$ cat src/wsa_pkg.sv
package wsa_pkg;

  localparam int GRID_SIDE = 64;
  localparam int CW        = $clog2(GRID_SIDE);
  localparam int CELLS     = GRID_SIDE * GRID_SIDE * GRID_SIDE;
  localparam int AW        = $clog2(CELLS);
  localparam int MID       = GRID_SIDE / 2;
  localparam int DW        = 12;
  localparam int RW        = DW / 2;
  localparam int CFG_IW    = 3;

  localparam logic [DW-1:0] UNREACHED   = 12'hFFF;
  localparam logic [AW-1:0] CENTRE_ADDR = AW'((MID * GRID_SIDE + MID) * GRID_SIDE + MID);
  localparam logic [CW-1:0] COORD_LAST  = CW'(GRID_SIDE - 1);
  localparam logic [CW-1:0] COORD_MID   = CW'(MID);

  // configuration register indexes
  localparam logic [CFG_IW-1:0] REG_PULSE_MIN      = 3'd0;
  localparam logic [CFG_IW-1:0] REG_PULSE_MAX      = 3'd1;
  localparam logic [CFG_IW-1:0] REG_INTERACT_WIDTH = 3'd2;
  localparam logic [CFG_IW-1:0] REG_VISUAL_FLOOR   = 3'd3;
  localparam logic [CFG_IW-1:0] REG_VISUAL_CEILING = 3'd4;

  localparam logic [DW-1:0] RST_PULSE_MIN      = 12'd0;
  localparam logic [DW-1:0] RST_PULSE_MAX      = 12'd1024;
  localparam logic [DW-1:0] RST_INTERACT_WIDTH = 12'd1;
  localparam logic [DW-1:0] RST_VISUAL_FLOOR   = 12'd5;
  localparam logic [DW-1:0] RST_VISUAL_CEILING = 12'd200;

  // command kinds
  localparam logic [1:0] CMD_TICK = 2'd0;
  localparam logic [1:0] CMD_READ = 2'd1;
  localparam logic [1:0] CMD_OOB  = 2'd2;

  typedef struct packed {
    logic [1:0]    kind;
    logic [CW-1:0] x;
    logic [CW-1:0] y;
    logic [CW-1:0] z;
  } cmd_t;

  typedef struct packed {
    logic [DW-1:0] pulse_min;
    logic [DW-1:0] pulse_max;
    logic [DW-1:0] interact_width;
    logic [DW-1:0] visual_floor;
    logic [DW-1:0] visual_ceiling;
  } cfg_t;

  function automatic logic [AW-1:0] cell_addr(input logic [CW-1:0] x,
                                               input logic [CW-1:0] y,
                                               input logic [CW-1:0] z);
    cell_addr = (AW'(x) * AW'(GRID_SIDE) + AW'(y)) * AW'(GRID_SIDE) + AW'(z);
  endfunction

  function automatic logic [CW-1:0] offset_of(input logic [CW-1:0] c);
    offset_of = (c > COORD_MID) ? c - COORD_MID : COORD_MID - c;
  endfunction

endpackage

$ cat src/wsa_ifs.sv
interface wsa_req_if;
  logic       valid;
  logic       ready;
  logic       req_type;
  logic [5:0] cell_x;
  logic [5:0] cell_y;
  logic [5:0] cell_z;
  modport source (output valid, req_type, cell_x, cell_y, cell_z, input ready);
  modport sink   (input valid, req_type, cell_x, cell_y, cell_z, output ready);
endinterface


interface wsa_cfg_if;
  logic        valid;
  logic        ready;
  logic [2:0]  reg_index;
  logic [11:0] wdata;
  modport source (output valid, reg_index, wdata, input ready);
  modport sink   (input valid, reg_index, wdata, output ready);
endinterface

$ cat src/wsa_front.sv
module wsa_front (
  input  logic          clk,
  input  logic          rst,
  wsa_req_if.sink       req,
  wsa_cfg_if.sink       cfg,
  output wsa_pkg::cfg_t regs,
  output logic          cmd_valid,
  output wsa_pkg::cmd_t cmd,
  input  logic          cmd_pop
);
  import wsa_pkg::*;

  cmd_t       q [2];
  logic       wptr;
  logic       rptr;
  logic [1:0] count;
  logic       push;
  logic       in_grid;
  cmd_t       cmd_in;

  assign req.ready = (count != 2'd2);
  assign push      = req.valid && req.ready;
  assign cfg.ready = 1'b1;

  assign in_grid = (32'(req.cell_x) < GRID_SIDE) && (32'(req.cell_y) < GRID_SIDE) &&
                   (32'(req.cell_z) < GRID_SIDE);

  always_comb begin
    cmd_in.x = CW'(req.cell_x);
    cmd_in.y = CW'(req.cell_y);
    cmd_in.z = CW'(req.cell_z);
    if (!req.req_type) begin
      cmd_in.kind = CMD_TICK;
    end else if (in_grid) begin
      cmd_in.kind = CMD_READ;
    end else begin
      cmd_in.kind = CMD_OOB;
    end
  end

  assign cmd_valid = (count != 2'd0);
  assign cmd       = q[rptr];

  always_ff @(posedge clk) begin
    if (push) begin
      q[wptr] <= cmd_in;
    end
    if (rst) begin
      wptr  <= 1'b0;
      rptr  <= 1'b0;
      count <= 2'd0;
    end else begin
      if (push) begin
        wptr <= ~wptr;
      end
      if (cmd_pop) begin
        rptr <= ~rptr;
      end
      count <= count + 2'(push) - 2'(cmd_pop);
    end
  end

  always_ff @(posedge clk) begin
    if (rst) begin
      regs.pulse_min      <= RST_PULSE_MIN;
      regs.pulse_max      <= RST_PULSE_MAX;
      regs.interact_width <= RST_INTERACT_WIDTH;
      regs.visual_floor   <= RST_VISUAL_FLOOR;
      regs.visual_ceiling <= RST_VISUAL_CEILING;
    end else if (cfg.valid) begin
      case (cfg.reg_index)
        REG_PULSE_MIN:      regs.pulse_min      <= cfg.wdata;
        REG_PULSE_MAX:      regs.pulse_max      <= cfg.wdata;
        REG_INTERACT_WIDTH: regs.interact_width <= cfg.wdata;
        REG_VISUAL_FLOOR:   regs.visual_floor   <= cfg.wdata;
        REG_VISUAL_CEILING: regs.visual_ceiling <= cfg.wdata;
        default: ;
      endcase
    end
  end

endmodule

$ cat src/flat_wrapper.sv
// flat-port wrapper written by rule: the top's interface ports become plain ports
module wsa_front_flat import wsa_pkg::*;
  (clk, rst, regs, cmd_valid, cmd, cmd_pop, req_valid, req_req_type, req_cell_x, req_cell_y, req_cell_z, req_ready, cfg_valid, cfg_reg_index, cfg_wdata, cfg_ready);
  wsa_req_if req_i ();
  wsa_cfg_if cfg_i ();
  input  logic clk;
  input  logic rst;
  output wsa_pkg::cfg_t regs;
  output logic cmd_valid;
  output wsa_pkg::cmd_t cmd;
  input  logic cmd_pop;
  input wire logic [$bits(req_i.valid)-1:0] req_valid;
  input wire logic [$bits(req_i.req_type)-1:0] req_req_type;
  input wire logic [$bits(req_i.cell_x)-1:0] req_cell_x;
  input wire logic [$bits(req_i.cell_y)-1:0] req_cell_y;
  input wire logic [$bits(req_i.cell_z)-1:0] req_cell_z;
  output wire logic [$bits(req_i.ready)-1:0] req_ready;
  input wire logic [$bits(cfg_i.valid)-1:0] cfg_valid;
  input wire logic [$bits(cfg_i.reg_index)-1:0] cfg_reg_index;
  input wire logic [$bits(cfg_i.wdata)-1:0] cfg_wdata;
  output wire logic [$bits(cfg_i.ready)-1:0] cfg_ready;
  assign req_i.valid = req_valid;
  assign req_i.req_type = req_req_type;
  assign req_i.cell_x = req_cell_x;
  assign req_i.cell_y = req_cell_y;
  assign req_i.cell_z = req_cell_z;
  assign req_ready = req_i.ready;
  assign cfg_i.valid = cfg_valid;
  assign cfg_i.reg_index = cfg_reg_index;
  assign cfg_i.wdata = cfg_wdata;
  assign cfg_ready = cfg_i.ready;
  wsa_front u_core (.clk(clk), .rst(rst), .req(req_i), .cfg(cfg_i), .regs(regs), .cmd_valid(cmd_valid), .cmd(cmd), .cmd_pop(cmd_pop));
endmodule
$ cat config.mk
export PLATFORM = sky130hd
export DESIGN_NAME = wsa_front_flat
export DESIGN_NICKNAME = d
export VERILOG_FILES = /design/src/wsa_pkg.sv /design/src/wsa_ifs.sv /design/src/wsa_front.sv /design/src/flat_wrapper.sv
export SDC_FILE = /design/constraint.sdc
export NUM_CORES = 1
export LEC_CHECK = 0
export BUFFER_PORTS_ARGS = -buffer_cell sky130_fd_sc_hd__buf_2
export CAP_MARGIN = 5
export CORE_MARGIN = 4
export CORE_UTILIZATION = 40
export CTS_CLUSTER_DIAMETER = 150
export DETAILED_ROUTE_END_ITERATION = 8
export PLACE_DENSITY = 0.75
export SYNTH_ARGS = -nofsm -noshare
export SYNTH_HDL_FRONTEND = slang
export SYNTH_SLANG_ARGS = --single-unit
$ cat constraint.sdc
create_clock -name clk -period 4.6 [get_ports clk]
set_input_delay 0.92 -clock clk [delete_from_list [all_inputs] [get_ports clk]]
set_output_delay 0.92 -clock clk [all_outputs]
set_load 0.01 [all_outputs]
==> results of run 1 <==
power by group:
part	total [mW]	internal (mW)	switching, mW	leakage [nW]
clock	0.537	0.251	0.287	0.0957
combinational	0.181	0.0760	0.105	0.889
sequential	1.01	0.992	0.0209	0.881
cells in the final DEF, fill, tap and decap left out, types with 2 or more instances in the layout:
master and n:
a21oi_1 55, and4bb_1 3, buf_2 119, clkbuf_8 9, clkinv_1 2, conb_1 2
dfxtp_1 65, edfxtp_1 38, inv_1 2, mux2_1 10, mux2_2 10, nand2_1 115
nand3b_1 5, nand4bb_1 3, nor2_1 6, nor2b_1 2, nor3_1 6
worst max-delay path by stage:
stage	start	end	slack [ps]
2_1_floorplan	register	cmd[10]	2590
3_3_place_gp	cfg_reg_index[0]	u_core.regs[54]$_SDFFE_PP0P_	2240
3_5_place_dp	cfg_reg_index[0]	u_core.regs[59]$_SDFFE_PP0P_	2190
4_1_cts	register	cmd[10]	1840
5_1_grt	register	cmd[4]	1790
6_report	register	cmd[4]	1900
per-stage QoR:
step / cell area (µm²) / hold WS, ps / instances / power (mW)
floorplan: 3780 / 480 / 357 / 1.13
global placement: 4410 / 440 / 565 / 1.21
finish: 4600 / 458 / 581 / 1.73
CTS: 4600 / 461 / 581 / 1.76
global route: 4600 / 480 / 581 / 1.81
detailed placement: 4410 / 446 / 565 / 1.22
area by class of cell:
class	instances	area [µm²]
Clock buffer	10	128
Clock inverter	6	60.1
Fill cell	850	4590
Inverter	2	7.51
Multi-Input combinational cell	230	1230
Sequential cell	103	2440
Tap cell	111	139
Timing Repair Buffer	119	596
state kept, by name (all words and copies together), names as in the netlist, named ones only:
| register | cells |
|---|---|
| u_core.count | 2 |
| u_core.q | 38 |
| u_core.regs | 60 |
| u_core.rptr | 1 |
| u_core.wptr | 1 |
critical path, cell delays in order, from the launching register on:
cell and delay [ps]:
dfxtp_1 870, mux2_2 420, buf_2 140
layer usage:
layer / GRT usage [%] / wire (µm) / vias up
met5: 0 / 0 / -
met4: 4.97 / 73 / 0
met3: 4.76 / 817 / 12
met2: 27.9 / 4420 / 129
met1: 18.7 / 3660 / 1344
li1: - / - / 1421
cell families after synthesis:
logic type / Yosys count
compound gates: 57
xor+xnor: 1
fa+ha+maj: 1
buf+inv: 24
flops: 103
mux: 21
other cells: 2
simple gates: 148
==> metrics, run 1 <==
post-CTS sizing=0; relative slew slack=17.7%; Num CTS Buffers=9; fin crit period=2700 ps; Yosys cell types=31; worst vdd ir=142 µV; Die X=105 µm; first-pass GRT wire length=14100 µm; Post-Syn Area=3780 µm²; Synth Area in Simple Gates=17.8%; largest net degree at the start of global routing=70; syn nets=397; worst-case clock buffer depth=2; worst hold path type=reg -> reg; unrepaired setup endpoints after global routing=false; setup TNS=0 ps; Via-to-Cell Ratio=5.00; hold depth=2; DR vias=2906; Area growth syn-to-layout=21.8%; WL/cell=15.4 µm; top cells by count, synth=nand2_1 (115), dfxtp_1 (65), a21oi_1 (55), edfxtp_1 (38), clkbuf_1 (13); fmax=370 MHz; Adder-Cell Fraction of Synth Area=0.331%; n_diodes=0; HP Start=u_core.regs[8]$_SDFFE_PP0P_; Main synth FF type=dfxtp_1; Area contributors post-synth=dfxtp_1 (34%), edfxtp_1 (30%), nand2_1 (11%); initial core utilization=41.1%; die height=105 µm; Yosys reg bits=103; vias in the first global route=2887; Synth Area in XOR/XNOR=0.232%; P per Cell Area=376 nW/µm²; WHS Endpoint=u_core.regs[8]$_SDFFE_PP0P_; Startpoint Class=register; CTS Hold Buffers Added=0; worst skew pair latency=340 ps; crit-path max FO=19; I/O pin count=122; DRC viols=0; dpl ws=2190 ps; Yosys warning count=0; Least-Margin Pin Slew=1230 ps; routability cong.=0.774; Synth area leader=dfxtp_1; core area=9200 µm²; Worst R2R Setup Slack=2880 ps; CTS tree=yes; initial antenna violation count=0; Final Net Count=505; Leakage=1.87 nW; post-synthesis compound-gate area fraction=7.75%; gr ovfl total=0; endpoints failing setup=0; reg2reg end=u_core.q[1][15]$_DFFE_PP_; WS Path Type=reg -> out; Tot GR Track Use=15.9%; post-synthesis mux area share=6.23%; clock root buffer=clkbuf_8; fin crit share=58.7%; setup bufs post-CTS=0; status=finished, final reports clean; final WL=8980 µm; Hold Vio Cnt, Final=0; Gate Count Post-Synth=357; CP Capture Type=primary output; HPWL after DPL=6530 µm; Slew Limit Fails=0; Worst Path Arrival=1780 ps; Die ar.=11100 µm²; Worst-path clk slew=90 ps; largest family of logic cells by synthesized area=simple AND/OR/NAND/NOR gates; share of post-route cells with drive strength above 1=30.9%; Final Skew=5.97 ps; ANT nets after route=0; worst r2r src=u_core.count[0]$_SDFF_PP0_; First DRT Iteration DRCs=137; DR pass1 iterations=4; IO buf count=119; top cell type's share of synthesized area=34.4%; count leader, synth=nand2_1; placement row count=35; Worst EP required=3680 ps; H-tree depth=3; CTS Sinks=103; Post-synth EDFFs=38; final core occ=50.0%; R2R cell count=2; max-cap violations=0; Mapped Avg Cell Area=10.6 µm²; ys async rst share=0%; sequential fraction of the synthesis area=64.7%; Setup WS post-layout=1900 ps
Note: power is estimated with default switching activity, not from simulation.
==> run 2, diff against run 1 <==
--- a/config.mk
+++ b/config.mk
@@ -11,7 +11,7 @@
 export CORE_UTILIZATION = 40
 export CTS_CLUSTER_DIAMETER = 150
 export DETAILED_ROUTE_END_ITERATION = 8
-export PLACE_DENSITY = 0.75
+export PLACE_DENSITY = 0.78
 export SYNTH_ARGS = -nofsm -noshare
 export SYNTH_HDL_FRONTEND = slang
 export SYNTH_SLANG_ARGS = --single-unit
==> constraint.sdc (replaced) <==
create_clock -name clk -period 2.2 [get_ports clk]
set_input_delay 0.44 -clock clk [delete_from_list [all_inputs] [get_ports clk]]
set_output_delay 0.44 -clock clk [all_outputs]
set_load 0.01 [all_outputs]
==> run 2 against run 1 <==
  * Worst setup slack got worse by 1600 ps
  * Register-to-register slack got worse by 2300 ps
  * Count of clock-buffer cells in the layout is 1 higher
  * Clock power up 110%
  * Sequential cell count unchanged
  * Critical path depth increased by 1
  * Core utilization grew 0.57 points
  * Largest power group unchanged
==> metrics, run 2 (same netlist as run 1, synthesis figures left out) <==
core area=9200 µm² (unchanged); crit-path max FO=19 (unchanged); Worst Path Arrival=1450 ps (was 1780 ps); DR pass1 iterations=4 (unchanged); largest net degree at the start of global routing=54 (was 70); R2R cell count=5 (was 2); P per Cell Area=781 nW/µm² (was 376 nW/µm²); die height=105 µm (unchanged); DR vias=2930 (was 2906); Worst EP required=1760 ps (was 3680 ps); Int Power=2.72 mW (was 1.32 mW); ANT nets after route=0 (unchanged); setup bufs post-CTS=0 (unchanged); worst hold path type=in -> reg (was reg -> reg); routability cong.=0.782 (was 0.774); unrepaired setup endpoints after global routing=false (unchanged); Num CTS Buffers=9 (unchanged); final WL=9050 µm (was 8980 µm); status=finished, final reports clean (unchanged); worst skew pair latency=350 ps (was 340 ps); placement row count=35 (unchanged); Area growth syn-to-layout=23.2% (was 21.8%); Via-to-Cell Ratio=5.00 (about the same); Biggest register=u_core.regs (unchanged); IO buf count=119 (unchanged); I/O pin count=122 (unchanged); Die ar.=11100 µm² (unchanged); most frequent cells in the layout=buf_2 (119), nand2_1 (115), dfxtp_1 (65) (unchanged); Largest register FFs=60 (unchanged); fmax=528 MHz; CP Capture Type=primary output (unchanged); CTS Sinks=103 (unchanged); Hold Vio Cnt, Final=0 (unchanged); Die X=105 µm (unchanged); fin crit share=86.0%; Worst-path clk slew=100 ps (was 90 ps); share of post-route cells with drive strength above 1=32.2% (was 30.9%); sw power=0.911 mW (was 0.413 mW); Filler cells=862 (was 850); worst-case clock buffer depth=2 (unchanged); WL/cell=15.4 µm (about the same); clock root buffer=clkbuf_8 (unchanged); gr ovfl total=0 (unchanged); vias in the first global route=2811 (was 2887); n_diodes=0 (unchanged); H-tree depth=3 (unchanged); Clock power frac=30.9% (was 31.0%); worst vdd ir=303 µV (was 142 µV); max-cap violations=0 (unchanged); initial core utilization=41.1% (unchanged); HPWL after DPL=6540 µm (was 6530 µm); endpoints failing setup=0 (unchanged); commonest non-fill, non-tap cell in the layout=buf_2 (unchanged); Sw Share=25.1% (was 23.9%); fin crit period=1890 ps; Tot GR Track Use=16.2% (was 15.9%); Startpoint Class=register (unchanged); CTS tree=yes (unchanged); DRC viols=0 (unchanged); Regs by FF count=u_core.regs: 60 flops, u_core.q: 38 flops, u_core.count: 2 flops (unchanged); setup TNS=0 ps (unchanged); CTS Hold Buffers Added=0 (unchanged); logic gate share of total power=11.3% (was 10.5%); initial antenna violation count=0 (unchanged); Leakage=1.90 nW (was 1.87 nW); Reg power frac=57.8% (was 58.5%); Slew Limit Fails=0 (unchanged); hold depth=1 (was 2); First DRT Iteration DRCs=159 (was 137); Final Skew=7.28 ps (was 5.97 ps); post-CTS sizing=0 (unchanged); Least-Margin Pin Slew=563 ps (was 1230 ps); Min Hold Slack=270 ps (was 458 ps); WS Path Type=reg -> out (unchanged); first-pass GRT wire length=14300 µm (was 14100 µm); Final Net Count=510 (was 505); relative slew slack=62.2% (was 17.7%)
run 2: changes by cell type in the layout (fill, tap and decap cells not counted):
| cell | before | now |
|---|---|---|
| clkinv_1 | 2 | 0 |
| clkbuf_8 | 9 | 11 |
| bufinv_16 | 1 | 0 |
| clkinvlp_4 | 0 | 1 |
| buf_4 | 0 | 4 |
| clkbuf_1 | 1 | 0 |
| inv_6 | 1 | 2 |
| buf_12 | 0 | 1 |
run 2: final timing paths:
path | startpoint | endpoint | slack (ps)
worst max-delay path | register | cmd[9] | 310
worst min-delay path | req_cell_y[2] | u_core.q[1][8]$_DFFE_PP_ | 270
worst max register to register | u_core.count[0]$_SDFF_PP0_ | u_core.count[1]$_SDFF_PP0_ | 610
worst min register to register | u_core.regs[5]$_SDFFE_PP0P_ | u_core.regs[5]$_SDFFE_PP0P_ | 460
run 2: through the flow:
stage	worst slack (ps)	cells	power [mW]	utilization (%)	area (µm²)
floorplan	668	357	2.37	-	3780
global placement	521	570	2.54	48.5	4460
detailed placement	439	570	2.56	48.5	4460
CTS	280	586	3.67	50.6	4650
global route	226	586	3.80	50.6	4650
finish	308	586	3.64	50.6	4650
run 2: worst max-delay path: stages, from the launching register on:
cell	delay [ps]
dfxtp_1	320
buf_4	260
mux2_2	380
buf_2	140
run 2: area by class of cell:
| class | instances | area [µm²] | share of cell area [%] |
|---|---|---|---|
| flip-flops and latches | 103 | 2440 | 52.5 |
| inverters | 2 | 7.51 | 0.161 |
| clock buffers | 11 | 151 | 3.25 |
| clock inverters | 5 | 38.8 | 0.833 |
| well taps | 111 | 139 | 2.98 |
| repair buffers | 124 | 646 | 13.9 |
| multi-input cells | 230 | 1230 | 26.4 |
run 2: metal layers:
layer,wire length [µm],global-route usage (%)
met5,0,0
met4,129,5.81
met3,764,4.57
met2,4280,26.0
met1,3880,20.8
run 2: power groups by stage:
stage / registers [mW] / clock network (mW) / logic, mW
floorplan: 2.15 / 0 / 0.218
global placement: 2.14 / 0 / 0.405
detailed placement: 2.14 / 0 / 0.414
CTS: 2.10 / 1.15 / 0.417
global route: 2.11 / 1.24 / 0.453
finish: 2.10 / 1.12 / 0.410
==> run 3, diff against run 2 <==
--- a/config.mk
+++ b/config.mk
@@ -7,9 +7,8 @@
 export LEC_CHECK = 0
 export BUFFER_PORTS_ARGS = -buffer_cell sky130_fd_sc_hd__buf_2
 export CAP_MARGIN = 5
-export CORE_MARGIN = 4
+export CORE_MARGIN = 3
 export CORE_UTILIZATION = 40
-export CTS_CLUSTER_DIAMETER = 150
 export DETAILED_ROUTE_END_ITERATION = 8
 export PLACE_DENSITY = 0.78
 export SYNTH_ARGS = -nofsm -noshare
==> run 3 against run 2 <==
  * Worst setup slack gained 25 ps
  * Critical endpoint is now cmd[6]
  * Worst hold slack gained 10 ps
  * Largest power group unchanged
  * Core utilization grew 1.5 points
  * Critical path depth is the same
  * Largest cell class unchanged
  * Combinational power is essentially flat
  * Non-clock buffer count grew 1
==> metrics, run 3 (same netlist as run 1, synthesis figures left out) <==
status=finished, final reports clean (unchanged); worst hold path type=in -> reg (unchanged); final WL=8930 µm (was 9050 µm); Die ar.=10600 µm² (was 11100 µm²); fin crit period=1870 ps (was 1890 ps); initial core utilization=42.3% (was 41.1%); WS Path Type=reg -> out (unchanged); CTS Hold Buffers Added=0 (unchanged); CTS Sinks=103 (unchanged); placement row count=34 (was 35); Startpoint Class=register (unchanged); Final Skew=10.5 ps (was 7.28 ps); setup bufs post-CTS=0 (unchanged); Biggest register=u_core.regs (unchanged); max-cap violations=0 (unchanged); endpoints failing setup=0 (unchanged); commonest non-fill, non-tap cell in the layout=buf_2 (unchanged); die height=103 µm (was 105 µm); DRC viols=0 (unchanged); routed wl met3=877 µm (was 764 µm); Clock power frac=32.0% (was 30.9%); Worst-path clk slew=90 ps (was 100 ps); HP Start=req_cell_x[3] (was req_cell_y[2]); Num CTS Buffers=9 (unchanged); Sw Share=23.2% (was 25.1%); WL/cell=15.3 µm (was 15.4 µm); Least-Margin Pin Slew=639 ps (was 563 ps); DR top layer=met4 (unchanged); HPWL after DPL=6530 µm (was 6540 µm); DR pass1 iterations=4 (unchanged); sw power=0.858 mW (was 0.911 mW); Largest register FFs=60 (unchanged); R2R cell count=5 (unchanged); metal2 WL=4200 µm (was 4280 µm); H-tree depth=3 (unchanged); clock root buffer=clkbuf_8 (unchanged); WHS Endpoint=u_core.q[0][15]$_DFFE_PP_ (was u_core.q[1][8]$_DFFE_PP_); vias in the first global route=2784 (was 2811); Worst R2R Setup Slack=630 ps (was 610 ps); Area growth syn-to-layout=23.3% (was 23.2%); Tot GR Track Use=16.5% (was 16.2%); post-CTS sizing=0 (unchanged); First DRT Iteration DRCs=88 (was 159); share of post-route cells with drive strength above 1=31.7% (was 32.2%); core area=8930 µm² (was 9200 µm²); Slew Limit Fails=0 (unchanged); n_diodes=0 (unchanged); hold depth=1 (unchanged); Int Power=2.84 mW (was 2.72 mW); CP Capture Type=primary output (unchanged); ANT nets after route=0 (unchanged); Cell Area, Placed=4460 µm² (about the same); Worst EP required=1760 ps (about the same); worst r2r src=u_core.count[0]$_SDFF_PP0_ (unchanged); fmax=536 MHz (was 528 MHz); logic gate share of total power=11.1% (was 11.3%); Hold Vio Cnt, Final=0 (unchanged); gr ovfl total=0 (unchanged); Die X=103 µm (was 105 µm); P per Cell Area=793 nW/µm² (was 781 nW/µm²); most frequent cells in the layout=buf_2 (119), nand2_1 (115), dfxtp_1 (65) (unchanged); setup TNS=0 ps (unchanged); largest net degree at the start of global routing=64 (was 54); relative slew slack=57.4% (was 62.2%); Min Hold Slack=280 ps (was 270 ps); Final Net Count=511 (was 510); fin crit share=84.9% (was 86.0%); fin area=4660 µm² (was 4650 µm²); Reg power frac=56.9% (was 57.8%); worst vdd ir=368 µV (was 303 µV); DR vias=2912 (was 2930); CTS tree=yes (unchanged); first-pass GRT wire length=13500 µm (was 14300 µm); Worst Path Arrival=1430 ps (was 1450 ps); wire length on met1=3630 µm (was 3880 µm); reg2reg end=u_core.count[1]$_SDFF_PP0_ (unchanged); worst skew pair latency=340 ps (was 350 ps); Via-to-Cell Ratio=4.99 (was 5.00); Regs by FF count=u_core.regs: 60 flops, u_core.q: 38 flops, u_core.count: 2 flops (unchanged); initial antenna violation count=0 (unchanged); Filler cells=815 (was 862); crit-path max FO=19 (unchanged); I/O pin count=122 (unchanged); worst-case clock buffer depth=2 (unchanged); unrepaired setup endpoints after global routing=false (unchanged); Leakage=1.90 nW (about the same); IO buf count=119 (unchanged); routability cong.=0.771 (was 0.782)
[run 3: layout make-up]
cell class	count	area, µm²	share of cell area (%)
repair buffers	125	641	13.8
well taps	108	135	2.90
inverters	2	7.51	0.161
flip-flops and latches	103	2440	52.4
clock inverters	3	42.5	0.913
multi-input cells	230	1230	26.4
clock buffers	13	160	3.44
[run 3: worst max-delay path, cell delays in order, from the launching register on]
cell	delay, ps
dfxtp_1	310
buf_4	260
mux2_2	370
buf_2	140
[run 3: stage by stage]
stage                     power [mW]  setup slack, ps  util, %  instances
after floorplan                 2.37              668        -        357
after detailed placement        2.56              455     49.9        568
after global placement          2.54              520     49.9        568
after CTS                       3.75              303     52.1        584
after global routing            3.86              263     52.1        584
final                           3.69              333     52.1        584
[run 3: worst max path at each step]
stage | start | to | slack, ps | depth (start not counted)
detailed placement | cmd_pop | u_core.count[1]$_SDFF_PP0_ | 450 | 5
global placement | cmd_pop | u_core.count[1]$_SDFF_PP0_ | 520 | 5
floorplan | u_core.count[0]$_SDFF_PP0_ | u_core.q[1][0]$_DFFE_PP_ | 670 | 2
finish | register | cmd[6] | 330 | 3
CTS | register | cmd[6] | 300 | 3
global route | register | cmd[6] | 260 | 3
[run 3: routing by layer]
metal | global-route usage, % | vias up
met5 | 0 | -
met4 | 7.77 | 0
met3 | 5.43 | 15
met2 | 27.5 | 117
met1 | 19.3 | 1348
li1 | - | 1432
[run 3: power by group through the flow]
| stage | Sequential, mW | Clock, mW | Combinational [mW] |
|---|---|---|---|
| floorplan | 2.15 | 0 | 0.218 |
| global placement | 2.14 | 0 | 0.400 |
| detailed placement | 2.15 | 0 | 0.413 |
| CTS | 2.10 | 1.23 | 0.415 |
| global route | 2.11 | 1.30 | 0.449 |
| finish | 2.10 | 1.18 | 0.409 |
